### config.mk
export PLATFORM = sky130hd
export DESIGN_NAME = kbm_merge
export DESIGN_NICKNAME = d
export VERILOG_FILES = /design/src/rtl/kyber_base_multiply_top_assert.svh /design/src/rtl/kbm_pkg.sv /design/src/rtl/kbm_mont.sv /design/src/rtl/kbm_merge.sv
export SDC_FILE = /design/constraint.sdc
export NUM_CORES = 1
export LEC_CHECK = 0
export BUFFER_PORTS_ARGS = -buffer_cell sky130_fd_sc_hd__buf_2
export CORE_MARGIN = 1.5
export CORE_UTILIZATION = 45
export DETAILED_ROUTE_END_ITERATION = 6
export GPL_TIMING_DRIVEN = 0
export PLACE_DENSITY = 0.59
export SETUP_SLACK_MARGIN = 0.2
export SLEW_MARGIN = 0
export SYNTH_ARGS = -nofsm -noshare
export SYNTH_HDL_FRONTEND = slang
export SYNTH_SLANG_ARGS = --single-unit
### constraint.sdc
create_clock -name i_clk -period 10.3 [get_ports i_clk]
set_input_delay 2.06 -clock i_clk [delete_from_list [all_inputs] [get_ports i_clk]]
set_output_delay 2.06 -clock i_clk [all_outputs]
set_load 0.005 [all_outputs]
### src/rtl/kyber_base_multiply_top_assert.svh
// ----------------------------------------------------------------------------
// Assertion macros for kyber_base_multiply_top
// Clocked concurrent checks with and without reset gating; empty when
// ASSERT_OFF is defined.
// ----------------------------------------------------------------------------
`ifndef KYBER_BASE_MULTIPLY_TOP_ASSERT_SVH
`define KYBER_BASE_MULTIPLY_TOP_ASSERT_SVH
`ifndef ASSERT_OFF
`define KBM_ASSERT(label, prop, msg) \
    label: assert property (@(posedge i_clk) disable iff (!i_rst_n) prop) else $error(msg);
`define KBM_ASSERT_ALWAYS(label, prop, msg) \
    label: assert property (@(posedge i_clk) prop) else $error(msg);
`else
`define KBM_ASSERT(label, prop, msg)
`define KBM_ASSERT_ALWAYS(label, prop, msg)
`endif
`endif

### src/rtl/kbm_pkg.sv
// ----------------------------------------------------------------------------
// kbm_pkg
// Constants and types shared by the base multiplier modules.
// ----------------------------------------------------------------------------
`default_nettype none
package kbm_pkg;

    localparam int KBM_W      = 16;
    localparam int KBM_STAGES = 7;
    localparam int KBM_IDX_W  = 2;

    // modulus and q^-1 mod 2^16
    localparam logic signed [KBM_W-1:0] KBM_Q            = 16'sd3329;
    localparam logic        [KBM_W-1:0] KBM_QINV         = 16'hF301;  // -3327
    localparam logic signed [KBM_W-1:0] KBM_TWIDDLE_RST  = -16'sd1103;

    localparam logic [KBM_IDX_W-1:0] KBM_REG_KEY_LOW  = 2'd0;
    localparam logic [KBM_IDX_W-1:0] KBM_REG_KEY_HIGH = 2'd1;
    localparam logic [KBM_IDX_W-1:0] KBM_REG_TWIDDLE  = 2'd2;

    // load enables of one Montgomery lane: product, quotient, result
    typedef struct packed {
        logic prod;
        logic red;
        logic fin;
    } t_kbm_mont_en;

    typedef struct packed {
        t_kbm_mont_en mont;
        logic         outp;
    } t_kbm_merge_en;

endpackage
`default_nettype wire

### src/rtl/kbm_mont.sv
// ----------------------------------------------------------------------------
// kbm_mont
// One lane: signed 16x16 multiply followed by Montgomery reduction, 3 stages.
// ----------------------------------------------------------------------------
`default_nettype none
module kbm_mont (
    input  wire logic                                i_clk,
    input  wire kbm_pkg::t_kbm_mont_en               i_en,
    input  wire logic signed [kbm_pkg::KBM_W-1:0]    i_a,
    input  wire logic signed [kbm_pkg::KBM_W-1:0]    i_b,
    output logic signed [kbm_pkg::KBM_W-1:0]         o_r
);

    logic signed [2*kbm_pkg::KBM_W-1:0] r_prod;
    logic signed [2*kbm_pkg::KBM_W-1:0] r_x;
    logic signed [kbm_pkg::KBM_W-1:0]   r_t;
    logic signed [kbm_pkg::KBM_W-1:0]   r_r;

    logic        [kbm_pkg::KBM_W-1:0]   w_t;
    logic signed [2*kbm_pkg::KBM_W-1:0] w_tq;
    logic        [2*kbm_pkg::KBM_W-1:0] w_diff;

    // t = low16(x) * qinv mod 2^16
    assign w_t    = r_prod[kbm_pkg::KBM_W-1:0] * kbm_pkg::KBM_QINV;
    assign w_tq   = (2*kbm_pkg::KBM_W)'(r_t) * (2*kbm_pkg::KBM_W)'(kbm_pkg::KBM_Q);
    // low half of the difference is zero; upper half is the reduced value
    assign w_diff = r_x - w_tq;

    always_ff @(posedge i_clk) begin
        if (i_en.prod) begin
            r_prod <= (2*kbm_pkg::KBM_W)'(i_a) * (2*kbm_pkg::KBM_W)'(i_b);
        end
        if (i_en.red) begin
            r_x <= r_prod;
            r_t <= w_t;
        end
        if (i_en.fin) begin
            r_r <= w_diff[2*kbm_pkg::KBM_W-1:kbm_pkg::KBM_W];
        end
    end

    assign o_r = r_r;

endmodule
`default_nettype wire

### src/rtl/kbm_merge.sv
// ----------------------------------------------------------------------------
// kbm_merge
// Combines the lane results: twiddle reduction of the high-high term,
// aligned wrapping sums, output register.
// ----------------------------------------------------------------------------
`default_nettype none
module kbm_merge (
    input  wire logic                                i_clk,
    input  wire kbm_pkg::t_kbm_merge_en              i_en,
    input  wire logic signed [kbm_pkg::KBM_W-1:0]    i_hh,
    input  wire logic signed [kbm_pkg::KBM_W-1:0]    i_ll,
    input  wire logic signed [kbm_pkg::KBM_W-1:0]    i_lh,
    input  wire logic signed [kbm_pkg::KBM_W-1:0]    i_hl,
    input  wire logic signed [kbm_pkg::KBM_W-1:0]    i_twiddle,
    output logic signed [kbm_pkg::KBM_W-1:0]         o_prod_low,
    output logic signed [kbm_pkg::KBM_W-1:0]         o_prod_high
);

    logic signed [kbm_pkg::KBM_W-1:0] w_hh_tw;
    logic signed [kbm_pkg::KBM_W-1:0] r_ll_d1, r_ll_d2, r_ll_d3;
    logic signed [kbm_pkg::KBM_W-1:0] r_cross_d1, r_cross_d2, r_cross_d3;
    logic signed [kbm_pkg::KBM_W-1:0] r_prod_low, r_prod_high;

    kbm_mont u_tw (
        .i_clk (i_clk),
        .i_en  (i_en.mont),
        .i_a   (i_hh),
        .i_b   (i_twiddle),
        .o_r   (w_hh_tw)
    );

    // delay line matches the twiddle lane; cross terms summed early
    always_ff @(posedge i_clk) begin
        if (i_en.mont.prod) begin
            r_ll_d1    <= i_ll;
            r_cross_d1 <= i_lh + i_hl;
        end
        if (i_en.mont.red) begin
            r_ll_d2    <= r_ll_d1;
            r_cross_d2 <= r_cross_d1;
        end
        if (i_en.mont.fin) begin
            r_ll_d3    <= r_ll_d2;
            r_cross_d3 <= r_cross_d2;
        end
        if (i_en.outp) begin
            r_prod_low  <= w_hh_tw + r_ll_d3;
            r_prod_high <= r_cross_d3;
        end
    end

    assign o_prod_low  = r_prod_low;
    assign o_prod_high = r_prod_high;

endmodule
`default_nettype wire

==> results of run 1 <==
-- kinds of logic after synthesis --
logic type	Yosys count	synth area share
compound gates	199	0.0626
xor+xnor	105	0.0430
fa+ha+maj	542	0.423
buf+inv	384	0.0674
flops	216	0.304
mux	1	0.000468
simple gates	434	0.0999
-- worst max-delay path by stage --
stage	start	to	slack [ns]	cells past startpoint
after floorplan	i_hh[15]	u_tw.r_prod[31]	2.32	21
after global placement	i_hh[7]	u_tw.r_prod[31]	1.39	25
after detailed placement	i_hh[7]	u_tw.r_prod[31]	1.33	25
after CTS	i_hh[7]	u_tw.r_prod[31]	1.84	25
after global routing	i_hh[7]	u_tw.r_prod[31]	1.39	25
final	i_hh[7]	u_tw.r_prod[31]	1.84	25
-- final cells by class --
type	instances	area (um^2)
Buffer	34	128
Tap cell	607	759
Inverter	350	1310
Timing Repair Buffer	118	641
Sequential cell	216	6490
Clock inverter	15	185
Antenna cell	1	2.50
Clock buffer	23	554
Fill cell	4187	23200
Multi-Input combinational cell	1281	13400
-- metrics by stage --
stage               std cells  cell area [um^2]  setup WS (ns)   util  hold slack, ns
CTS                      2644             23500           1.84  0.503           0.418
floorplan                1881             21400           2.32      -           0.400
global route             2644             23500           1.39  0.503           0.416
detailed placement       2606             22800           1.33  0.487           0.405
global placement         2604             22700           1.39  0.486           0.401
finish                   2645             23500           1.84  0.503           0.414
-- metal layers --
layer	vias up	global-route usage
li1	6376	-
met1	6530	0.244
met3	50	0.0223
met2	265	0.308
met4	2	0.0501
met5	-	0
-- cell usage in the layout (no fill, tap or decap), types with 3 or more instances in the layout --
cell type,n
a211o_1,4
a211oi_1,14
a21boi_0,4
a21o_1,31
a21oi_1,54
and2_1,128
and3_1,6
buf_2,114
bufinv_16,3
clkbuf_1,34
clkbuf_16,22
clkinv_1,3
clkinv_2,4
edfxtp_1,216
fa_1,301
ha_1,241
inv_1,350
nand2_1,147
nand2b_1,12
nand3_1,19
nand4_1,5
nor2_1,73
nor2b_1,15
nor3_1,16
nor3b_1,3
o2111ai_1,3
o211ai_1,5
o21a_1,10
o21ai_0,40
o21ai_1,3
o21bai_1,9
or3_1,6
xnor2_1,80
xor2_1,25
-- worst register-to-register path: stages, from the launching register on --
cell and delay [ns]:
edfxtp_1 0.45, ha_1 0.35, fa_1 0.49, ha_1 0.33
fa_1 0.48, ha_1 0.31, ha_1 0.25, or4_1 0.53
o22ai_1 0.28, o21ai_1 0.16, o211ai_1 0.29, o22ai_1 0.16
o41a_1 0.34, xnor2_1 0.41, ha_1 0.36, and3_1 0.18
a21oi_1 0.10, o21ai_1 0.12, o41a_1 0.34, xnor2_1 0.14
xnor2_1 0.14
==> metrics.md, run 1 <==
| Metric | Value |
|---|---|
| Yosys warns | `0` |
| CTS tree | `built` |
| CP max FO | `10` |
| Die Ht | `221 um` |
| Buf/Inv on CP | `8` |
| Crit. End Element | `flop` |
| Max Fclk | `118 MHz` |
| Post-synth EDFFs | `216` |
| Hold Crit Start | `r_cross_d2[4]` |
| Drt initial violations | `659` |
| Final min period | `8.46 ns` |
| Hold EP | `r_cross_d3[4]` |
| Via count | `13200` |
| Hold Fails Final Rpt | `0` |
| Die Wd | `221 um` |
| Worst min path class | `flop to flop` |
| Layout cells sized above 1 | `0.0795` |
| Failing checks | `DRC` |
| Post-Route Skew | `0.0112 ns` |
| Arrival time at the worst endpoint | `8.72 ns` |
| RSZ-0062 raised after global routing | `no` |
| Setup slack, reg-to-reg | `3.81 ns` |
| Root Driver | `clkbuf_16` |
| Syn Area/Cell | `11.4 um^2` |
| Top-count cell post-synth | `inv_1` |
| Final-report setup violation count | `0` |
| WL/cell | `16.4 um` |
| Drt pass-1 iters | `7` |
| Hold_buf cts | `0` |
| Post-synthesis register bit count | `216` |
| First-pass GRT wire length | `70800 um` |
| Setup tns final | `0 ns` |
| Global Route Usage Sum | `0.181` |
| # resized after CTS | `0` |
| Post-CTS Setup Inserts | `0` |
| Initial antenna violation count | `1` |
| Slowest cell on the critical path | `o31ai_1` |
| Synth Flop Type | `edfxtp_1` |
| FF-to-FF Start | `u_tw.r_t[5]` |
| Worst slew pin tran | `1.13 ns` |
| H-Tree Depth | `1` |
| Status | `complete, but fails checks` |
| Synth top area cells | `edfxtp_1 30%, fa_1 28%, ha_1 14%` |
| CORE AREA | `46800 um^2` |
| Congestion Overflow GR | `0` |
| Worst r2r path cells | `20` |
| Worst path most repeated cell | `fa_1` |
| Synthesized area | `21400 um^2` |
| CP peak stage delay | `0.72 ns` |
| CP Launch Type | `primary input` |
| Largest net degree at the start of global routing | `65` |
| Critical Path RT | `10.56 ns` |
| WHS Path Cells | `0` |
| Synth Net Count | `2508` |
| Nets | `2650` |
| Max-cap violations | `0` |
| Area growth from synthesis to layout | `10.0%` |
| Vias per cell | `5.00` |
| Vias in the first global route | `14000` |
| Biggest register | `u_tw.r_prod` |
| # IOs | `117` |
| Clk slew on worst S/H paths | `0.06 ns` |
| Clock latency on the worst-skew pair | `0.53 ns` |
| Row cnt | `79` |
| Max FFs per register | `32` |
| DRT met1 WL | `20000 um` |
| Commonest cells post-synth | `350 x inv_1, 301 x fa_1, 241 x ha_1` |
| Top layer in use | `met5` |
| CP delay by family, top | `adder cells` |
| Setup CP Type | `primary input to flop` |
| Crit share post-route | `0.821` |
| # DRC | `8` |
| CTS Sinks | `216` |
| Yosys top cell area share | `0.304` |
| Placer's final routability congestion estimate | `0.908` |
| Top flop regs | `u_tw.r_prod (32), u_tw.r_x (24)` |
| I/O Buffers | `116` |
| Met3 wire length | `1930 um` |
| Reg-to-reg critical path endpoint | `u_tw.o_r[15]` |
| Num CTS Buffers | `22` |
| Die Area | `48800 um^2` |
| Synth area leader | `edfxtp_1` |
| Met2 WL | `20700 um` |
| Max_slew headroom | `0.245` |
| Pins Over Slew Limit | `0` |
| Maximum root-to-sink buffer count | `3` |
| Drt total wl | `43500 um` |
| Synth async-reset ratio | `0` |
| Unique masters post-synth | `51` |
| Routed Antenna Nets | `0` |
| Synthesized instance count | `1881` |
| HPWL Detailed | `36100 um` |
| Sequential share of the synthesized area | `0.304` |
| Starting density of the core | `0.457` |
Power of run 1 is not shown: default switching activity piles up to over one toggle a cycle in this logic, so the estimate is an artifact.
==> inputs of run 2 (changes only) <==
--- a/config.mk
+++ b/config.mk
@@ -5,6 +5,7 @@
 export SDC_FILE = /design/constraint.sdc
 export NUM_CORES = 1
 export LEC_CHECK = 0
+export ABC_AREA = 1
 export BUFFER_PORTS_ARGS = -buffer_cell sky130_fd_sc_hd__buf_2
 export CORE_MARGIN = 1.5
 export CORE_UTILIZATION = 45
==> constraint.sdc (replaced) <==
create_clock -name i_clk -period 8.9 [get_ports i_clk]
set_input_delay 1.78 -clock i_clk [delete_from_list [all_inputs] [get_ports i_clk]]
set_output_delay 1.78 -clock i_clk [all_outputs]
set_load 0.005 [all_outputs]
==> run 2 against run 1 <==
Compared with the run above: the run now ends clean; clock-buffer cell count up 4; via count up 21%; utilization down 0.63 points; setup slack worse by 0.48 ns; sequential share of layout area fell by 1.6 points; critical path type unchanged; critical endpoint is now u_tw.r_prod[29].
==> metrics.md, run 2 <==
| Metric | Value |
|---|---|
| Die Area | `52500 um^2 (was 48800 um^2)` |
| Synthesized area | `23000 um^2 (was 21400 um^2)` |
| Row cnt | `82 (was 79)` |
| Commonest cells after routing, fill and taps aside | `568 x inv_1, 543 x nand2_1, 301 x fa_1 (was 350 x inv_1, 301 x fa_1, 241 x ha_1)` |
| First-pass GRT wire length | `85300 um (was 70800 um)` |
| Status | `complete, no violations (was complete, but fails checks)` |
| Hold Crit Start | `r_cross_d2[5] (was r_cross_d2[4])` |
| Setup slack, reg-to-reg | `3.29 ns (was 3.81 ns)` |
| ANT cells | `0 (was 1)` |
| Top flop regs | `u_tw.r_prod (32), u_tw.r_x (24) (unchanged)` |
| Hold_buf cts | `0 (unchanged)` |
| Layout cells sized above 1 | `0.0569 (was 0.0795)` |
| Synth Net Count | `3080 (was 2508)` |
| Hold Fails Final Rpt | `0 (unchanged)` |
| Yosys warns | `0 (unchanged)` |
| Clock latency on the worst-skew pair | `0.52 ns (was 0.53 ns)` |
| Worst r2r path cells | `24 (was 20)` |
| Post-Synth Simple-Gate Area | `0.141 (was 0.0999)` |
| Post-CTS Setup Inserts | `0 (unchanged)` |
| CP max FO | `10 (unchanged)` |
| Synthesized instance count | `2453 (was 1881)` |
| Congestion Overflow GR | `0 (unchanged)` |
| Setup crit end | `u_tw.r_prod[29] (was u_tw.r_prod[31])` |
| Max-cap violations | `0 (unchanged)` |
| CP Launch Type | `primary input (unchanged)` |
| Drt pass-1 iters | `5 (was 7)` |
| Mux cell area share after synthesis | `0 (was 0.000468)` |
| CTS Sinks | `216 (unchanged)` |
| Final-report setup violation count | `0 (unchanged)` |
| Drt total wl | `51100 um (was 43500 um)` |
| Placer's final routability congestion estimate | `0.925 (was 0.908)` |
| Vias per cell | `4.90 (was 5.00)` |
| Via count | `16000 (was 13200)` |
| FF-to-FF Start | `u_tw.r_t[15] (was u_tw.r_t[5])` |
| Worst path most repeated cell | `fa_1 (unchanged)` |
| Max FFs per register | `32 (unchanged)` |
| H-Tree Depth | `1 (unchanged)` |
| Synth top area cells | `edfxtp_1 28%, fa_1 26%, ha_1 13% (was edfxtp_1 30%, fa_1 28%, ha_1 14%)` |
| Syn Area/Cell | `9.37 um^2 (was 11.4 um^2)` |
| Global Route Usage Sum | `0.201 (was 0.181)` |
| Maximum root-to-sink buffer count | `3 (unchanged)` |
| CP cell instances | `buf_2 > clkbuf_1 > nand2_1 > inv_1 > fa_1 > fa_1 > fa_1 > fa_1 > fa_1 > inv_1 > fa_1 > inv_1 > ha_1 > nand2_1 > nor2_1 > inv_1 > nor3_1 > nand3_1 > nand4_1 > nand2_1` |
| HPWL Detailed | `43500 um (was 36100 um)` |
| Critical Path RT | `9.18 ns (was 10.56 ns)` |
| Worst min path class | `flop to flop (unchanged)` |
| Worst slack, placed | `0.812 ns (was 1.33 ns)` |
| CTS tree | `built (unchanged)` |
| Cell total after placement | `3215 (was 2606)` |
| Max_slew headroom | `0.269 (was 0.245)` |
| Setup CP Type | `primary input to flop (unchanged)` |
| Setup ws final | `1.37 ns (was 1.84 ns)` |
| Num CTS Buffers | `22 (unchanged)` |
| Clk slew on worst S/H paths | `0.06 ns (about the same)` |
| CORE AREA | `50300 um^2 (was 46800 um^2)` |
| Final min period | `7.53 ns` |
| Nets | `3194 (was 2650)` |
| Biggest register | `u_tw.r_prod (unchanged)` |
| Worst setup path start | `i_hh[15] (was i_hh[7])` |
| Unique masters post-synth | `40 (was 51)` |
| Synth async-reset ratio | `0 (unchanged)` |
| Vias in the first global route | `17000 (was 14000)` |
| Drt initial violations | `805 (was 659)` |
| Root Driver | `clkbuf_16 (unchanged)` |
| Post-Route Skew | `0.0139 ns (was 0.0112 ns)` |
| Reg-to-reg critical path endpoint | `u_tw.o_r[15] (unchanged)` |
| CP peak stage delay | `0.88 ns (was 0.72 ns)` |
| # resized after CTS | `0 (unchanged)` |
| # IOs | `117 (unchanged)` |
| Worst slew pin tran | `1.10 ns (was 1.13 ns)` |
| Main combinational cell family by area after synthesis | `adder cells (unchanged)` |
| Area growth from synthesis to layout | `8.58% (was 10.0%)` |
| Yosys top cell area share | `0.282 (was 0.304)` |
| Die Wd | `229 um (was 221 um)` |
| Post-synthesis register bit count | `216 (unchanged)` |
| Routed Antenna Nets | `0 (unchanged)` |
| WL/cell | `15.7 um (was 16.4 um)` |
| Post-synthesis xor/xnor area fraction | `0.0377 (was 0.0430)` |
| Pins Over Slew Limit | `0 (unchanged)` |
| Initial antenna violation count | `0 (was 1)` |
| Top-count cell post-synth | `inv_1 (unchanged)` |
| Slowest cell on the critical path | `fa_1 (was o31ai_1)` |
| Complex-gate fraction of the synthesized area | `0.0430 (was 0.0626)` |
| Post-synthesis adder-cell area fraction | `0.393 (was 0.423)` |
| Non-filler instance count after layout | `3255 (was 2645)` |
| Synth Flop Type | `edfxtp_1 (unchanged)` |
| Sequential share of the synthesized area | `0.282 (was 0.304)` |
| Synth area leader | `edfxtp_1 (unchanged)` |
| # DRC | `0 (was 8)` |
| Post-synth EDFFs | `216 (unchanged)` |
| I/O Buffers | `89 (was 116)` |
| Setup tns final | `0 ns (unchanged)` |
| Starting density of the core | `0.457 (about the same)` |
| Crit share post-route | `0.846` |
| Max Fclk | `133 MHz` |
| RSZ-0062 raised after global routing | `no (unchanged)` |
| Commonest non-fill, non-tap cell in the layout | `inv_1 (unchanged)` |
| Arrival time at the worst endpoint | `7.81 ns (was 8.72 ns)` |
| Commonest cells post-synth | `568 x inv_1, 543 x nand2_1, 301 x fa_1 (was 350 x inv_1, 301 x fa_1, 241 x ha_1)` |
| Die Ht | `229 um (was 221 um)` |
| Largest net degree at the start of global routing | `67 (was 65)` |
| Crit. End Element | `flop (unchanged)` |
-- run 2: cells by family after synthesis --
logic type / Yosys count
AO/OA/AOI/OAI: 179
flip-flops: 216
adder cells (fa/ha/maj): 542
XOR/XNOR: 99
AND/OR/NAND/NOR: 789
buffers and inverters: 628
-- run 2: cell type report --
cell class / count / area (um^2)
Multi-Input combinational cell: 1609 / 14100
Clock inverter: 13 / 85.1
Tap cell: 672 / 841
Sequential cell: 216 / 6490
Fill cell: 4724 / 25300
Timing Repair Buffer: 90 / 478
Clock buffer: 27 / 569
Buffer: 59 / 221
Inverter: 569 / 2140
-- run 2: per-stage QoR --
stage,area [um^2],util,hold WS [ns]
2_1_floorplan,23000,-,0.400
3_3_place_gp,24300,0.483,0.401
3_5_place_dp,24300,0.484,0.405
4_1_cts,25000,0.497,0.413
5_1_grt,25000,0.497,0.417
6_report,25000,0.497,0.408
-- run 2: how the worst min path moves through the flow --
stage                                 to  slack [ns]  cells after the start
after floorplan           o_prod_high[0]        0.40                      0
after global placement     r_cross_d2[0]        0.40                      0
after detailed placement  o_prod_high[1]        0.40                      0
after CTS                  r_cross_d3[5]        0.41                      0
after global routing       r_cross_d3[5]        0.42                      0
final                      r_cross_d3[5]        0.41                      0
-- run 2: routing by layer --
metal,share of wire,track usage,vias to the layer above
met3,0.040,0.0166,90
met1,0.43,0.253,7689
li1,-,-,7823
met4,0.027,0.0586,0
met5,0,0,-
met2,0.51,0.370,350
-- run 2: critical path: cells and delay by family --
| family | cells | cell delay (ns) |
|---|---|---|
| buffers and inverters | 6 | 1.00 |
| AND/OR/NAND/NOR | 7 | 1.21 |
| adder cells (fa/ha/maj) | 7 | 3.80 |
Power of run 2 is left out for the same reason.
