===== src/rtl/kyber_base_multiply_top_assert.svh =====
// ----------------------------------------------------------------------------
// Assertion macros for kyber_base_multiply_top
// Clocked concurrent checks with and without reset gating; empty when
// ASSERT_OFF is defined.
// ----------------------------------------------------------------------------
`ifndef KYBER_BASE_MULTIPLY_TOP_ASSERT_SVH
`define KYBER_BASE_MULTIPLY_TOP_ASSERT_SVH
`ifndef ASSERT_OFF
`define KBM_ASSERT(label, prop, msg) \
    label: assert property (@(posedge i_clk) disable iff (!i_rst_n) prop) else $error(msg);
`define KBM_ASSERT_ALWAYS(label, prop, msg) \
    label: assert property (@(posedge i_clk) prop) else $error(msg);
`else
`define KBM_ASSERT(label, prop, msg)
`define KBM_ASSERT_ALWAYS(label, prop, msg)
`endif
`endif


===== src/rtl/kbm_pkg.sv =====
// ----------------------------------------------------------------------------
// kbm_pkg
// Constants and types shared by the base multiplier modules.
// ----------------------------------------------------------------------------
`default_nettype none
package kbm_pkg;

    localparam int KBM_W      = 16;
    localparam int KBM_STAGES = 7;
    localparam int KBM_IDX_W  = 2;

    // modulus and q^-1 mod 2^16
    localparam logic signed [KBM_W-1:0] KBM_Q            = 16'sd3329;
    localparam logic        [KBM_W-1:0] KBM_QINV         = 16'hF301;  // -3327
    localparam logic signed [KBM_W-1:0] KBM_TWIDDLE_RST  = -16'sd1103;

    localparam logic [KBM_IDX_W-1:0] KBM_REG_KEY_LOW  = 2'd0;
    localparam logic [KBM_IDX_W-1:0] KBM_REG_KEY_HIGH = 2'd1;
    localparam logic [KBM_IDX_W-1:0] KBM_REG_TWIDDLE  = 2'd2;

    // load enables of one Montgomery lane: product, quotient, result
    typedef struct packed {
        logic prod;
        logic red;
        logic fin;
    } t_kbm_mont_en;

    typedef struct packed {
        t_kbm_mont_en mont;
        logic         outp;
    } t_kbm_merge_en;

endpackage
`default_nettype wire


===== src/rtl/kbm_mont.sv =====
// ----------------------------------------------------------------------------
// kbm_mont
// One lane: signed 16x16 multiply followed by Montgomery reduction, 3 stages.
// ----------------------------------------------------------------------------
`default_nettype none
module kbm_mont (
    input  wire logic                                i_clk,
    input  wire kbm_pkg::t_kbm_mont_en               i_en,
    input  wire logic signed [kbm_pkg::KBM_W-1:0]    i_a,
    input  wire logic signed [kbm_pkg::KBM_W-1:0]    i_b,
    output logic signed [kbm_pkg::KBM_W-1:0]         o_r
);

    logic signed [2*kbm_pkg::KBM_W-1:0] r_prod;
    logic signed [2*kbm_pkg::KBM_W-1:0] r_x;
    logic signed [kbm_pkg::KBM_W-1:0]   r_t;
    logic signed [kbm_pkg::KBM_W-1:0]   r_r;

    logic        [kbm_pkg::KBM_W-1:0]   w_t;
    logic signed [2*kbm_pkg::KBM_W-1:0] w_tq;
    logic        [2*kbm_pkg::KBM_W-1:0] w_diff;

    // t = low16(x) * qinv mod 2^16
    assign w_t    = r_prod[kbm_pkg::KBM_W-1:0] * kbm_pkg::KBM_QINV;
    assign w_tq   = (2*kbm_pkg::KBM_W)'(r_t) * (2*kbm_pkg::KBM_W)'(kbm_pkg::KBM_Q);
    // low half of the difference is zero; upper half is the reduced value
    assign w_diff = r_x - w_tq;

    always_ff @(posedge i_clk) begin
        if (i_en.prod) begin
            r_prod <= (2*kbm_pkg::KBM_W)'(i_a) * (2*kbm_pkg::KBM_W)'(i_b);
        end
        if (i_en.red) begin
            r_x <= r_prod;
            r_t <= w_t;
        end
        if (i_en.fin) begin
            r_r <= w_diff[2*kbm_pkg::KBM_W-1:kbm_pkg::KBM_W];
        end
    end

    assign o_r = r_r;

endmodule
`default_nettype wire


===== config.mk =====
export PLATFORM = sky130hd
export DESIGN_NAME = kbm_mont
export DESIGN_NICKNAME = d
export VERILOG_FILES = /design/src/rtl/kyber_base_multiply_top_assert.svh /design/src/rtl/kbm_pkg.sv /design/src/rtl/kbm_mont.sv
export SDC_FILE = /design/constraint.sdc
export NUM_CORES = 1
export LEC_CHECK = 0
export BUFFER_PORTS_ARGS = -buffer_cell sky130_fd_sc_hd__buf_2
export CAP_MARGIN = 0
export CELL_PAD_IN_SITES_DETAIL_PLACEMENT = 0
export CELL_PAD_IN_SITES_GLOBAL_PLACEMENT = 2
export CORE_MARGIN = 8
export CORE_UTILIZATION = 43
export DETAILED_ROUTE_END_ITERATION = 8
export PLACE_DENSITY_LB_ADDON = 0.1
export SYNTH_ARGS = -nofsm -noshare
export SYNTH_HDL_FRONTEND = slang
export SYNTH_SLANG_ARGS = --single-unit

===== constraint.sdc =====
create_clock -name i_clk -period 8.5 [get_ports i_clk]
set_input_delay 0.425 -clock i_clk [delete_from_list [all_inputs] [get_ports i_clk]]
set_output_delay 0.425 -clock i_clk [all_outputs]
set_load 0.01 [all_outputs]

==> run_summary.xml, run 1 <==
<?xml version="1.0" encoding="UTF-8"?>
<metrics>
  <group name="clock_tree">
    <metric name="clk_latency" unit="ns">0.35</metric>
    <metric name="cts_made_buffers" unit="">9</metric>
    <metric name="cts_htree_levels" unit="">3</metric>
    <metric name="clock_tree.root_cell" unit="">sky130_fd_sc_hd__clkbuf_16</metric>
    <metric name="cts_tree" unit="">built</metric>
    <metric name="hold_buffers" unit="">0</metric>
    <metric name="cts_repair_resize_count" unit="">0</metric>
    <metric name="cts_num_sinks" unit="">88</metric>
    <metric name="cts.reportedPaths.clkPinSlew" unit="ns">0.06</metric>
    <metric name="post_cts_buffers" unit="">0</metric>
    <metric name="cts_max_path_buffers" unit="">2</metric>
  </group>
  <group name="detailed_routing">
    <metric name="drc_violations_left" unit="">0</metric>
    <metric name="route.antenna.remaining_nets" unit="">0</metric>
    <metric name="route.detailed.wl_per_inst" unit="µm">15.1</metric>
    <metric name="drt_first_iter_violations" unit="">358</metric>
    <metric name="viasPerCell" unit="">4.63</metric>
    <metric name="tritonroute_pass_1_iters" unit="">4</metric>
    <metric name="postRouteWirelength" unit="mm">33.9</metric>
    <metric name="route.vias.total" unit="">10369</metric>
  </group>
  <group name="sta">
    <metric name="final.setup.worst_slack" unit="ns">2.44</metric>
    <metric name="rsz0062_at_grt" unit="">no</metric>
    <metric name="timing.clock.skew" unit="ns">0.00748</metric>
    <metric name="worst-slew-pin-transition" unit="ns">0.872</metric>
    <metric name="setup_viol_count_final" unit="">0</metric>
    <metric name="finalCritPeriodShare" unit="%">71.3</metric>
    <metric name="timing.setup.tns" unit="ns">0</metric>
    <metric name="worst_slew_margin_rel" unit="%">41.9</metric>
    <metric name="hold_violations" unit="">0</metric>
    <metric name="fmax" unit="MHz">165</metric>
    <metric name="report.final.slew_viol_count" unit="">0</metric>
    <metric name="period_minus_slack" unit="ns">6.06</metric>
  </group>
  <group name="critical_path">
    <metric name="library_cell_appearing_most_often_on_the_critical_path" unit="">sky130_fd_sc_hd__fa_1</metric>
    <metric name="worstReg2RegStart" unit="">r_x[3]</metric>
    <metric name="setup.reg_to_reg.worst_slack" unit="ns">3.36</metric>
    <metric name="cp_slowest_cell" unit="">sky130_fd_sc_hd__fa_1</metric>
    <metric name="required" unit="ns">8.59</metric>
    <metric name="timing.critical_path.fanout_max" unit="">16</metric>
    <metric name="end_kind" unit="">register</metric>
    <metric name="worstSetupStartpoint" unit="">i_b[1]</metric>
    <metric name="critical_path.cell_chain" unit="">buf_2 -&gt; nand2_1 -&gt; inv_1 -&gt; fa_1 -&gt; fa_1 -&gt; fa_1 -&gt; fa_1 -&gt; fa_1 -&gt; inv_1 -&gt; fa_1 -&gt; inv_1 -&gt; ha_1 -&gt; a21o_1 -&gt; a21o_1 -&gt; a21o_1 -&gt; a21o_1 -&gt; a21oi_1 -&gt; o31a_2 -&gt; nor3_1 -&gt; a311o_1</metric>
    <metric name="worst_ep_arrival" unit="ns">6.15</metric>
    <metric name="setup.worst_path.start_class" unit="">input pin</metric>
    <metric name="max_stage_delay" unit="ns">0.83</metric>
    <metric name="critPathKind" unit="">in2reg</metric>
  </group>
  <group name="grt">
    <metric name="global_route.overflow_total" unit="">0</metric>
    <metric name="grt_antenna_before_repair" unit="">0</metric>
    <metric name="vias_in_the_first_global_route" unit="">11522</metric>
    <metric name="grt_first_pass_wirelength" unit="mm">59.3</metric>
    <metric name="grt_usage" unit="%">15.5</metric>
    <metric name="maximum_number_of_pins_on_one_net_before_global_route_repair" unit="">41</metric>
  </group>
  <group name="floorplan">
    <metric name="initial_core_util" unit="%">43.2</metric>
    <metric name="core_area" unit="µm²">39400</metric>
    <metric name="i_o_pin_total" unit="">52</metric>
    <metric name="die_w" unit="µm">215</metric>
    <metric name="fp.dieH" unit="µm">215</metric>
    <metric name="fp.dieArea" unit="µm²">46100</metric>
    <metric name="rows" unit="">73</metric>
  </group>
  <group name="final_layout">
    <metric name="finalNetCount" unit="">2296</metric>
    <metric name="number_of_antenna_cells_inserted" unit="">0</metric>
    <metric name="drive_above_1_share" unit="%">4.84</metric>
    <metric name="syn2layout_area_growth" unit="%">6.25</metric>
  </group>
  <group name="synth">
    <metric name="warnings_synthesis" unit="">0</metric>
    <metric name="flops_latches_synth" unit="">88</metric>
    <metric name="synth.distinct_cells" unit="">56</metric>
    <metric name="number_of_flops_mapped_to_enable_cells_by_yosys" unit="">88</metric>
    <metric name="yosysSeqAreaShare" unit="%">15.5</metric>
    <metric name="synthCells" unit="">1682</metric>
    <metric name="postSynthAreaPerCell" unit="µm²">10.1</metric>
    <metric name="syn-num-nets" unit="">2267</metric>
    <metric name="async_set_or_reset_register_ratio_after_synthesis" unit="%">0</metric>
    <metric name="postSynth.topFlopCell" unit="">sky130_fd_sc_hd__edfxtp_1</metric>
    <metric name="synth.cell_area" unit="µm²">17000</metric>
  </group>
  <group name="hold_path">
    <metric name="hold_path.startpoint" unit="">r_prod[18]</metric>
    <metric name="holdCritPathClass" unit="">reg2reg</metric>
  </group>
  <group name="placed_design">
    <metric name="detailedPlacementHpwl" unit="mm">29.4</metric>
    <metric name="port-buffer-count" unit="">51</metric>
    <metric name="gpl.final_weighted_congestion" unit="">0.779</metric>
    <metric name="dp_slack" unit="ns">2.04</metric>
  </group>
  <group name="job">
    <metric name="timing.max_cap.violations" unit="">0</metric>
  </group>
  <group name="run_status">
    <metric name="run_status" unit="">finished clean</metric>
  </group>
</metrics>
-- registers in the layout, indices dropped and copies added, names as in the netlist --
register / cells
o_r: 16
r_x: 32
r_prod: 32
r_t: 8
-- logic make-up (layout without fill, tap and decap cells) --
logic type	Yosys count	count (layout)	share of synthesized area, %
compound gates	116	116	4.78
buf+inv	506	540	11.2
flops	88	88	15.5
simple gates	348	348	10.1
mux	3	3	0.184
xor+xnor	72	72	3.71
fa+ha+maj	549	549	54.5
-- synth_stat cells (3+ instances only) --
cell / instances / area share [%]
sky130_fd_sc_hd__nand2b_1: 7 / 0.26
sky130_fd_sc_hd__clkbuf_1: 33 / 0.73
sky130_fd_sc_hd__o21ai_1: 5 / 0.15
sky130_fd_sc_hd__nor3_1: 7 / 0.21
sky130_fd_sc_hd__nand2_1: 144 / 3.2
sky130_fd_sc_hd__and2_1: 120 / 4.4
sky130_fd_sc_hd__o21bai_1: 7 / 0.31
sky130_fd_sc_hd__nand4_1: 3 / 0.11
sky130_fd_sc_hd__nand3_1: 5 / 0.15
sky130_fd_sc_hd__o21ai_0: 18 / 0.53
sky130_fd_sc_hd__xnor2_1: 50 / 2.6
sky130_fd_sc_hd__fa_1: 318 / 37
sky130_fd_sc_hd__a211oi_1: 6 / 0.27
sky130_fd_sc_hd__a21o_1: 15 / 0.66
sky130_fd_sc_hd__a311o_1: 3 / 0.18
sky130_fd_sc_hd__xor2_1: 22 / 1.1
sky130_fd_sc_hd__edfxtp_1: 88 / 16
sky130_fd_sc_hd__nor2b_1: 6 / 0.22
sky130_fd_sc_hd__a21oi_1: 39 / 1.1
sky130_fd_sc_hd__ha_1: 231 / 17
sky130_fd_sc_hd__inv_1: 472 / 10
sky130_fd_sc_hd__nor2_1: 41 / 0.91
-- layout make-up --
class                           instances  area [µm²]
Multi-Input combinational cell       1088       12500
Inverter                              472        1770
Timing Repair Buffer                   52         263
Clock buffer                            9         225
Clock inverter                          7        46.3
Fill cell                            3885       21300
Tap cell                              525         657
Sequential cell                        88        2640
-- per-stage QoR --
stage	hold WS, ns	cell area [µm²]	instances	utilization, %
floorplan	0.400	17000	1682	-
global placement	0.402	17800	2225	45.2
detailed placement	0.405	17800	2225	45.2
CTS	0.420	18100	2241	45.9
global route	0.423	18100	2241	45.9
finish	0.419	18100	2241	45.9
-- cell usage in the layout (no fill, tap or decap), drive strengths merged, types with 7 or more instances in the layout --
cell type / n
ha: 231
o21ai: 23
edfxtp: 88
xnor2: 50
and2: 120
nor3: 8
nand2: 145
nand2b: 7
buf: 52
nor2: 41
fa: 318
a21o: 15
o21bai: 7
clkbuf: 9
a21oi: 41
xor2: 22
a211oi: 8
inv: 474
-- worst max-delay path: cells and delay by family --
kind                     cells  cell delay [ns]
AO/OA/AOI/OAI                7             1.30
adder cells (fa/ha/maj)      7             3.69
AND/OR/NAND/NOR              2             0.20
buffers and inverters        4             0.51
-- routing by layer --
layer	vias to the layer above	part of all wire, %	track usage, %
li1	5119	-	-
met1	5116	53	22.6
met2	119	44	24.9
met3	15	3.0	2.02
met4	0	0.87	2.61
met5	-	0	0
-- path summary, 6_finish.rpt --
path | endpoint | cells after the start
worst max-delay path | r_prod[30] | 20
worst max register to register | o_r[14] | 17
worst min-delay path | r_x[18] | 0
worst min register to register | r_x[18] | 0
Power of run 1 is left out: the tool's default activity adds up to more than one toggle a clock period on the data nets, which glitch-free logic cannot reach.
==> run 2, diff against run 1 <==
--- a/config.mk
+++ b/config.mk
@@ -5,12 +5,13 @@
 export SDC_FILE = /design/constraint.sdc
 export NUM_CORES = 1
 export LEC_CHECK = 0
+export ABC_AREA = 1
 export BUFFER_PORTS_ARGS = -buffer_cell sky130_fd_sc_hd__buf_2
 export CAP_MARGIN = 0
 export CELL_PAD_IN_SITES_DETAIL_PLACEMENT = 0
 export CELL_PAD_IN_SITES_GLOBAL_PLACEMENT = 2
 export CORE_MARGIN = 8
-export CORE_UTILIZATION = 43
+export CORE_UTILIZATION = 40
 export DETAILED_ROUTE_END_ITERATION = 8
 export PLACE_DENSITY_LB_ADDON = 0.1
 export SYNTH_ARGS = -nofsm -noshare
==> constraint.sdc (replaced) <==
create_clock -name i_clk -period 5.6 [get_ports i_clk]
set_input_delay 0.28 -clock i_clk [delete_from_list [all_inputs] [get_ports i_clk]]
set_output_delay 0.28 -clock i_clk [all_outputs]
set_load 0.01 [all_outputs]
==> run 2 against run 1 <==
Utilization fell by 1.6 points; final cell count rose by 34%; via count rose by 32%; first-iteration DRC count rose by 46%; wire length rose by 37%; clock skew rose by 0.0027 ns; synthesized cell count rose by 37%; hold slack got worse by 0.077 ns; die area rose by 17%.
==> run_summary.xml, run 2 <==
<?xml version="1.0" encoding="UTF-8"?>
<metrics>
  <group name="hold_path">
    <metric name="hold_path.startpoint" unit="">i_en[0]</metric>
    <metric name="holdCritPathClass" unit="">in2reg</metric>
  </group>
  <group name="placed_design">
    <metric name="dp_slack" unit="ns">-0.186</metric>
    <metric name="detailedPlacementHpwl" unit="mm">41.8</metric>
    <metric name="port-buffer-count" unit="">51</metric>
    <metric name="post-place-cells" unit="">2987</metric>
    <metric name="gpl.final_weighted_congestion" unit="">0.878</metric>
  </group>
  <group name="sta">
    <metric name="finalCritPeriodShare" unit="%">94.4</metric>
    <metric name="period_minus_slack" unit="ns">5.29</metric>
    <metric name="timing.clock.skew" unit="ns">0.0101</metric>
    <metric name="worst-slew-pin-transition" unit="ns">0.918</metric>
    <metric name="report.final.slew_viol_count" unit="">0</metric>
    <metric name="worst_slew_margin_rel" unit="%">38.8</metric>
    <metric name="hold_violations" unit="">0</metric>
    <metric name="fmax" unit="MHz">189</metric>
    <metric name="rsz0062_at_grt" unit="">no</metric>
    <metric name="final.setup.worst_slack" unit="ns">0.314</metric>
    <metric name="timing.setup.tns" unit="ns">0</metric>
    <metric name="setup_viol_count_final" unit="">0</metric>
  </group>
  <group name="synth">
    <metric name="synth_most_common_cell" unit="">sky130_fd_sc_hd__inv_1</metric>
    <metric name="synth.cell_area" unit="µm²">18800</metric>
    <metric name="flops_latches_synth" unit="">88</metric>
    <metric name="postSynthAreaPerCell" unit="µm²">8.14</metric>
    <metric name="yosysSeqAreaShare" unit="%">14.1</metric>
    <metric name="netlist.top_cell.by_area" unit="">sky130_fd_sc_hd__fa_1</metric>
    <metric name="synthTopCellsByCount" unit="">714 x sky130_fd_sc_hd__inv_1, 537 x sky130_fd_sc_hd__nand2_1, 318 x sky130_fd_sc_hd__fa_1, 231 x sky130_fd_sc_hd__ha_1, 93 x sky130_fd_sc_hd__nor2_1</metric>
    <metric name="synthDominantCellAreaShare" unit="%">33.9</metric>
    <metric name="async_set_or_reset_register_ratio_after_synthesis" unit="%">0</metric>
    <metric name="synthCells" unit="">2305</metric>
    <metric name="synth.top_cells.by_area" unit="">sky130_fd_sc_hd__fa_1 34%, sky130_fd_sc_hd__ha_1 15%, sky130_fd_sc_hd__inv_1 14%</metric>
    <metric name="number_of_flops_mapped_to_enable_cells_by_yosys" unit="">88</metric>
    <metric name="synth.distinct_cells" unit="">32</metric>
    <metric name="syn-num-nets" unit="">2890</metric>
    <metric name="warnings_synthesis" unit="">0</metric>
    <metric name="postSynth.topFlopCell" unit="">sky130_fd_sc_hd__edfxtp_1</metric>
  </group>
  <group name="final_layout">
    <metric name="most-common-layout-cells" unit="">714 x sky130_fd_sc_hd__inv_1, 537 x sky130_fd_sc_hd__nand2_1, 317 x sky130_fd_sc_hd__fa_1</metric>
    <metric name="seq_area" unit="µm²">2640</metric>
    <metric name="filler_cell_count" unit="">4793</metric>
    <metric name="final_common_cell" unit="">sky130_fd_sc_hd__inv_1</metric>
    <metric name="syn2layout_area_growth" unit="%">9.61</metric>
    <metric name="finalNetCount" unit="">2976</metric>
    <metric name="drive_above_1_share" unit="%">7.22</metric>
    <metric name="layout.cells.non_filler" unit="">3003</metric>
    <metric name="multi_input_comb_area" unit="µm²">13200</metric>
    <metric name="number_of_antenna_cells_inserted" unit="">0</metric>
  </group>
  <group name="job">
    <metric name="timing.max_cap.violations" unit="">0</metric>
  </group>
  <group name="detailed_routing">
    <metric name="postRouteWirelength" unit="mm">46.3</metric>
    <metric name="drc_violations_left" unit="">0</metric>
    <metric name="route.vias.total" unit="">13702</metric>
    <metric name="viasPerCell" unit="">4.56</metric>
    <metric name="tritonroute_pass_1_iters" unit="">4</metric>
    <metric name="route.detailed.wl_per_inst" unit="µm">15.4</metric>
    <metric name="route.antenna.remaining_nets" unit="">0</metric>
    <metric name="drt_first_iter_violations" unit="">524</metric>
  </group>
  <group name="critical_path">
    <metric name="required" unit="ns">5.73</metric>
    <metric name="end_kind" unit="">register</metric>
    <metric name="timing.critical_path.fanout_max" unit="">9</metric>
    <metric name="setup.worst_path.start_class" unit="">input pin</metric>
    <metric name="critPathKind" unit="">in2reg</metric>
    <metric name="setup.reg_to_reg.worst_slack" unit="ns">0.84</metric>
    <metric name="worst_ep_arrival" unit="ns">5.41</metric>
    <metric name="worstReg2RegStart" unit="">r_x[3]</metric>
    <metric name="worstSetupStartpoint" unit="">i_b[4]</metric>
  </group>
  <group name="floorplan">
    <metric name="fp.dieArea" unit="µm²">54100</metric>
    <metric name="fp.dieH" unit="µm">233</metric>
    <metric name="rows" unit="">79</metric>
    <metric name="die_w" unit="µm">233</metric>
    <metric name="initial_core_util" unit="%">40.4</metric>
    <metric name="core_area" unit="µm²">46500</metric>
    <metric name="i_o_pin_total" unit="">52</metric>
  </group>
  <group name="grt">
    <metric name="maximum_number_of_pins_on_one_net_before_global_route_repair" unit="">41</metric>
    <metric name="grt_usage" unit="%">18.1</metric>
    <metric name="grt_antenna_before_repair" unit="">0</metric>
    <metric name="vias_in_the_first_global_route" unit="">15164</metric>
    <metric name="grt_first_pass_wirelength" unit="mm">78.0</metric>
    <metric name="global_route.overflow_total" unit="">0</metric>
  </group>
  <group name="clock_tree">
    <metric name="cts_made_buffers" unit="">9</metric>
    <metric name="clock_tree.root_cell" unit="">sky130_fd_sc_hd__clkbuf_16</metric>
    <metric name="cts_htree_levels" unit="">3</metric>
    <metric name="cts_num_sinks" unit="">88</metric>
    <metric name="cts.reportedPaths.clkPinSlew" unit="ns">0.08</metric>
    <metric name="cts_tree" unit="">built</metric>
    <metric name="cts_max_path_buffers" unit="">2</metric>
    <metric name="clk_latency" unit="ns">0.37</metric>
  </group>
  <group name="run_status">
    <metric name="run_status" unit="">finished clean</metric>
  </group>
</metrics>
[run 2: cell types whose count changed after synthesis, moves of 7 or more]
cell / delta
sky130_fd_sc_hd__nor2_1: +52
sky130_fd_sc_hd__inv_1: +242
sky130_fd_sc_hd__nand4_1: +17
sky130_fd_sc_hd__nand2b_1: -7
sky130_fd_sc_hd__a21oi_1: +12
sky130_fd_sc_hd__nor2_2: +7
sky130_fd_sc_hd__and2_1: -119
sky130_fd_sc_hd__nand2_1: +393
sky130_fd_sc_hd__clkbuf_1: +26
sky130_fd_sc_hd__xnor2_1: -41
sky130_fd_sc_hd__nand3_1: +62
sky130_fd_sc_hd__xor2_1: +12
sky130_fd_sc_hd__a21o_1: -11
[run 2: final timing paths]
path,end,cells past startpoint
max,r_prod[30],22
min,o_r[3],1
max reg2reg,o_r[2],17
min reg2reg,r_x[17],0
[run 2: layer usage]
layer	up-vias	track usage (%)	wire [µm]
met1	6623	21.4	20000
met5	-	0	0
met4	0	5.59	1230
met2	148	34.5	24300
met3	52	1.19	766
li1	6879	-	-
[run 2: final cells by class]
type / instances / share of cell area [%]
clock inverter: 7 / 0.377
multi-input combinational: 1441 / 64.3
inverter: 716 / 13.1
sequential: 88 / 12.8
tap: 607 / 3.69
clock buffer: 9 / 1.09
timing repair buffer: 135 / 4.67
[run 2: critical path, cell delays in order]
cell and delay [ns]:
sky130_fd_sc_hd__buf_2 0.19, sky130_fd_sc_hd__buf_4 0.18, sky130_fd_sc_hd__nand2_1 0.05, sky130_fd_sc_hd__inv_1 0.06, sky130_fd_sc_hd__fa_1 0.54, sky130_fd_sc_hd__inv_1 0.06, sky130_fd_sc_hd__fa_1 0.47, sky130_fd_sc_hd__fa_1 0.52
sky130_fd_sc_hd__inv_1 0.06, sky130_fd_sc_hd__fa_1 0.49, sky130_fd_sc_hd__fa_1 0.49, sky130_fd_sc_hd__inv_1 0.05, sky130_fd_sc_hd__fa_1 0.47, sky130_fd_sc_hd__inv_1 0.04, sky130_fd_sc_hd__ha_1 0.36, sky130_fd_sc_hd__nand2_1 0.16
sky130_fd_sc_hd__nor2_1 0.29, sky130_fd_sc_hd__o21ai_1 0.14, sky130_fd_sc_hd__nand3_1 0.18, sky130_fd_sc_hd__nand2_1 0.16, sky130_fd_sc_hd__nand3_1 0.12, sky130_fd_sc_hd__nand2_1 0.05
[run 2: metrics by stage]
step	util (%)	hold WS (ns)	instance area, µm²
floorplan	-	0.392	18800
global placement	43.6	0.401	20300
detailed placement	43.6	0.405	20300
CTS	44.3	0.335	20600
global route	44.3	0.363	20600
finish	44.3	0.341	20600
[run 2: repair_timing]
item / 4_1_cts / 5_1_grt
resized for setup: 0 / 2
hold endpoints to repair: 0 / 0
hold buffers: 0 / 0
setup buffers: 0 / 0
setup endpoints to repair: 0 / 5
[run 2: cell families (layout without fill, tap and decap cells)]
family	count (synthesis)	after routing	synth area share (%)
mux	1	1	0.0600
compound gates	93	93	2.74
buf+inv	776	867	15.5
fa+ha+maj	549	549	49.3
flops	88	88	14.1
xor+xnor	43	43	2.01
simple gates	755	755	16.3
Power of run 2 is left out for the same reason.
==> run 3, diff against run 2 <==
--- a/config.mk
+++ b/config.mk
@@ -5,13 +5,13 @@
 export SDC_FILE = /design/constraint.sdc
 export NUM_CORES = 1
 export LEC_CHECK = 0
-export ABC_AREA = 1
+export ABC_AREA = 0
 export BUFFER_PORTS_ARGS = -buffer_cell sky130_fd_sc_hd__buf_2
 export CAP_MARGIN = 0
 export CELL_PAD_IN_SITES_DETAIL_PLACEMENT = 0
 export CELL_PAD_IN_SITES_GLOBAL_PLACEMENT = 2
 export CORE_MARGIN = 8
-export CORE_UTILIZATION = 40
+export CORE_UTILIZATION = 43
 export DETAILED_ROUTE_END_ITERATION = 8
 export PLACE_DENSITY_LB_ADDON = 0.1
 export SYNTH_ARGS = -nofsm -noshare
==> run 3 against run 2 <==
Non-clock buffer count rose by 57; highest routed layer unchanged; hold slack better by 0.012 ns; wire length is 23% lower; setup slack lost 0.19 ns; count of clock-buffer cells in the layout unchanged; critical path depth fell by 1.
==> run_summary.xml, run 3 (synthesis gave the netlist of run 1 again) <==
<?xml version="1.0" encoding="UTF-8"?>
<metrics>
  <group name="final_layout">
    <metric name="filler_cell_count" unit="">3749</metric>
    <metric name="finalNetCount" unit="">2436</metric>
    <metric name="drive_above_1_share" unit="%">15.3</metric>
    <metric name="most-common-layout-cells" unit="">469 x sky130_fd_sc_hd__inv_1, 309 x sky130_fd_sc_hd__fa_1, 220 x sky130_fd_sc_hd__ha_1</metric>
    <metric name="layout.core_utilization" unit="%">49.9</metric>
    <metric name="final_common_cell" unit="">sky130_fd_sc_hd__inv_1</metric>
    <metric name="syn2layout_area_growth" unit="%">15.5</metric>
    <metric name="number_of_antenna_cells_inserted" unit="">0</metric>
  </group>
  <group name="hold_path">
    <metric name="holdCritPathClass" unit="">in2reg</metric>
  </group>
  <group name="critical_path">
    <metric name="rr_worst_depth" unit="">17</metric>
    <metric name="worst_ep_arrival" unit="ns">5.57</metric>
    <metric name="worstReg2RegStart" unit="">r_x[3]</metric>
    <metric name="timing.critical_path.fanout_max" unit="">10</metric>
    <metric name="critPathCapture" unit="">r_prod[30]</metric>
    <metric name="required" unit="ns">5.70</metric>
    <metric name="critPathKind" unit="">in2reg</metric>
    <metric name="setup.worst_path.start_class" unit="">input pin</metric>
    <metric name="worstSetupStartpoint" unit="">i_b[1]</metric>
    <metric name="end_kind" unit="">register</metric>
    <metric name="timing.rr.end" unit="">o_r[14]</metric>
    <metric name="setup.reg_to_reg.worst_slack" unit="ns">0.48</metric>
  </group>
  <group name="sta">
    <metric name="hold_violations" unit="">0</metric>
    <metric name="worst_slew_margin_rel" unit="%">40.9</metric>
    <metric name="finalCritPeriodShare" unit="%">97.8</metric>
    <metric name="period_minus_slack" unit="ns">5.47</metric>
    <metric name="timing.clock.skew" unit="ns">0.00655</metric>
    <metric name="setup_viol_count_final" unit="">0</metric>
    <metric name="worst-slew-pin-transition" unit="ns">0.887</metric>
    <metric name="fmax" unit="MHz">183</metric>
    <metric name="report.final.slew_viol_count" unit="">0</metric>
  </group>
  <group name="clock_tree">
    <metric name="cts.reportedPaths.clkPinSlew" unit="ns">0.07</metric>
    <metric name="cts_htree_levels" unit="">3</metric>
    <metric name="clk_latency" unit="ns">0.35</metric>
    <metric name="clock_tree.root_cell" unit="">sky130_fd_sc_hd__clkbuf_16</metric>
    <metric name="cts_num_sinks" unit="">88</metric>
    <metric name="cts_made_buffers" unit="">9</metric>
    <metric name="cts_tree" unit="">built</metric>
    <metric name="cts_max_path_buffers" unit="">2</metric>
  </group>
  <group name="detailed_routing">
    <metric name="drt_first_iter_violations" unit="">382</metric>
    <metric name="postRouteWirelength" unit="mm">35.5</metric>
    <metric name="tritonroute_pass_1_iters" unit="">4</metric>
    <metric name="drc_violations_left" unit="">0</metric>
    <metric name="viasPerCell" unit="">4.59</metric>
    <metric name="route.vias.total" unit="">10940</metric>
    <metric name="route.detailed.wl_per_inst" unit="µm">14.9</metric>
    <metric name="route.antenna.remaining_nets" unit="">0</metric>
  </group>
  <group name="floorplan">
    <metric name="fp.dieArea" unit="µm²">46100</metric>
    <metric name="i_o_pin_total" unit="">52</metric>
    <metric name="rows" unit="">73</metric>
    <metric name="initial_core_util" unit="%">43.2</metric>
    <metric name="die_w" unit="µm">215</metric>
    <metric name="core_area" unit="µm²">39400</metric>
    <metric name="fp.dieH" unit="µm">215</metric>
  </group>
  <group name="placed_design">
    <metric name="gpl.final_weighted_congestion" unit="">0.831</metric>
    <metric name="detailedPlacementHpwl" unit="mm">31.6</metric>
    <metric name="port-buffer-count" unit="">51</metric>
  </group>
  <group name="grt">
    <metric name="vias_in_the_first_global_route" unit="">12215</metric>
    <metric name="maximum_number_of_pins_on_one_net_before_global_route_repair" unit="">41</metric>
    <metric name="grt_first_pass_wirelength" unit="mm">60.8</metric>
    <metric name="grt_antenna_before_repair" unit="">0</metric>
    <metric name="grt_usage" unit="%">15.9</metric>
    <metric name="global_route.overflow_total" unit="">0</metric>
  </group>
  <group name="run_status">
    <metric name="run_status" unit="">finished clean</metric>
  </group>
  <group name="job">
    <metric name="timing.max_cap.violations" unit="">0</metric>
  </group>
</metrics>
==> run 3: cell count changes in the layout (fill, tap and decap cells not counted), sizes merged, moves of 8 or more <==
cell / change
nand2: -397
inv: -243
and2: +119
nand3: -61
nor2: -59
buf: +50
xnor2: +41
nand4: -16
xor2: -12
a21o: +11
a21oi: -11
a211oi: +8
==> run 3: worst min-delay path by stage <==
stage / start / endpoint / slack [ns] / cells after the start
global route: i_en[0] / o_r[0] / 0.36 / 1
global placement: r_prod[29] / r_x[29] / 0.40 / 0
CTS: i_en[0] / o_r[2] / 0.34 / 1
finish: i_en[0] / o_r[0] / 0.35 / 1
detailed placement: r_prod[18] / r_x[18] / 0.40 / 0
floorplan: i_en[0] / o_r[0] / 0.39 / 0
==> run 3: layer usage <==
layer	GRT usage, %	vias to the layer above	wire, µm
met5	0	-	0
met4	4.16	0	686
met3	1.39	34	869
met2	26.5	145	16400
met1	22.2	5350	17500
li1	-	5411	-
==> run 3: cell type report <==
type / instances / area [µm²] / share of cell area (%)
Clock inverter: 7 / 111 / 0.567
Multi-Input combinational cell: 1088 / 12800 / 65.3
Timing Repair Buffer: 192 / 1410 / 7.19
Tap cell: 525 / 657 / 3.35
Inverter: 472 / 1770 / 9.03
Clock buffer: 9 / 225 / 1.15
Sequential cell: 88 / 2640 / 13.5
==> run 3: through the flow <==
step	cells	instance area [µm²]	hold WS [ns]	setup slack, ns	TNS, ns
6_report	2381	19600	0.353	0.125	0
5_1_grt	2381	19600	0.362	-0.0407	-0.0586
4_1_cts	2373	19200	0.344	0.00758	0
3_5_place_dp	2357	18800	0.405	-0.366	-2.69
3_3_place_gp	2357	18800	0.402	-0.306	-1.95
2_1_floorplan	1682	17100	0.392	0.000212	0
==> run 3: worst max-delay path: stages <==
cell and delay (ns):
sky130_fd_sc_hd__buf_2 0.16, sky130_fd_sc_hd__buf_4 0.20, sky130_fd_sc_hd__and2_1 0.16, sky130_fd_sc_hd__fa_1 0.50, sky130_fd_sc_hd__fa_1 0.55, sky130_fd_sc_hd__ha_1 0.15, sky130_fd_sc_hd__inv_1 0.05, sky130_fd_sc_hd__fa_1 0.48
sky130_fd_sc_hd__inv_1 0.06, sky130_fd_sc_hd__fa_1 0.53, sky130_fd_sc_hd__inv_1 0.05, sky130_fd_sc_hd__fa_1 0.47, sky130_fd_sc_hd__inv_1 0.04, sky130_fd_sc_hd__ha_2 0.38, sky130_fd_sc_hd__o21ai_1 0.10, sky130_fd_sc_hd__nor3_2 0.30
sky130_fd_sc_hd__nand3_4 0.13, sky130_fd_sc_hd__a21oi_4 0.23, sky130_fd_sc_hd__o31ai_4 0.11, sky130_fd_sc_hd__o31a_2 0.32, sky130_fd_sc_hd__a311o_1 0.31
==> run 3: what timing repair did <==
item | in CTS | in global routing
pin swaps | 0 | 47
hold buffers | 0 | 0
endpoints found under the setup margin | 2 | 10
buffers inserted | 0 | 8
resized for setup | 2 | 99
Power of run 3 is left out for the same reason.
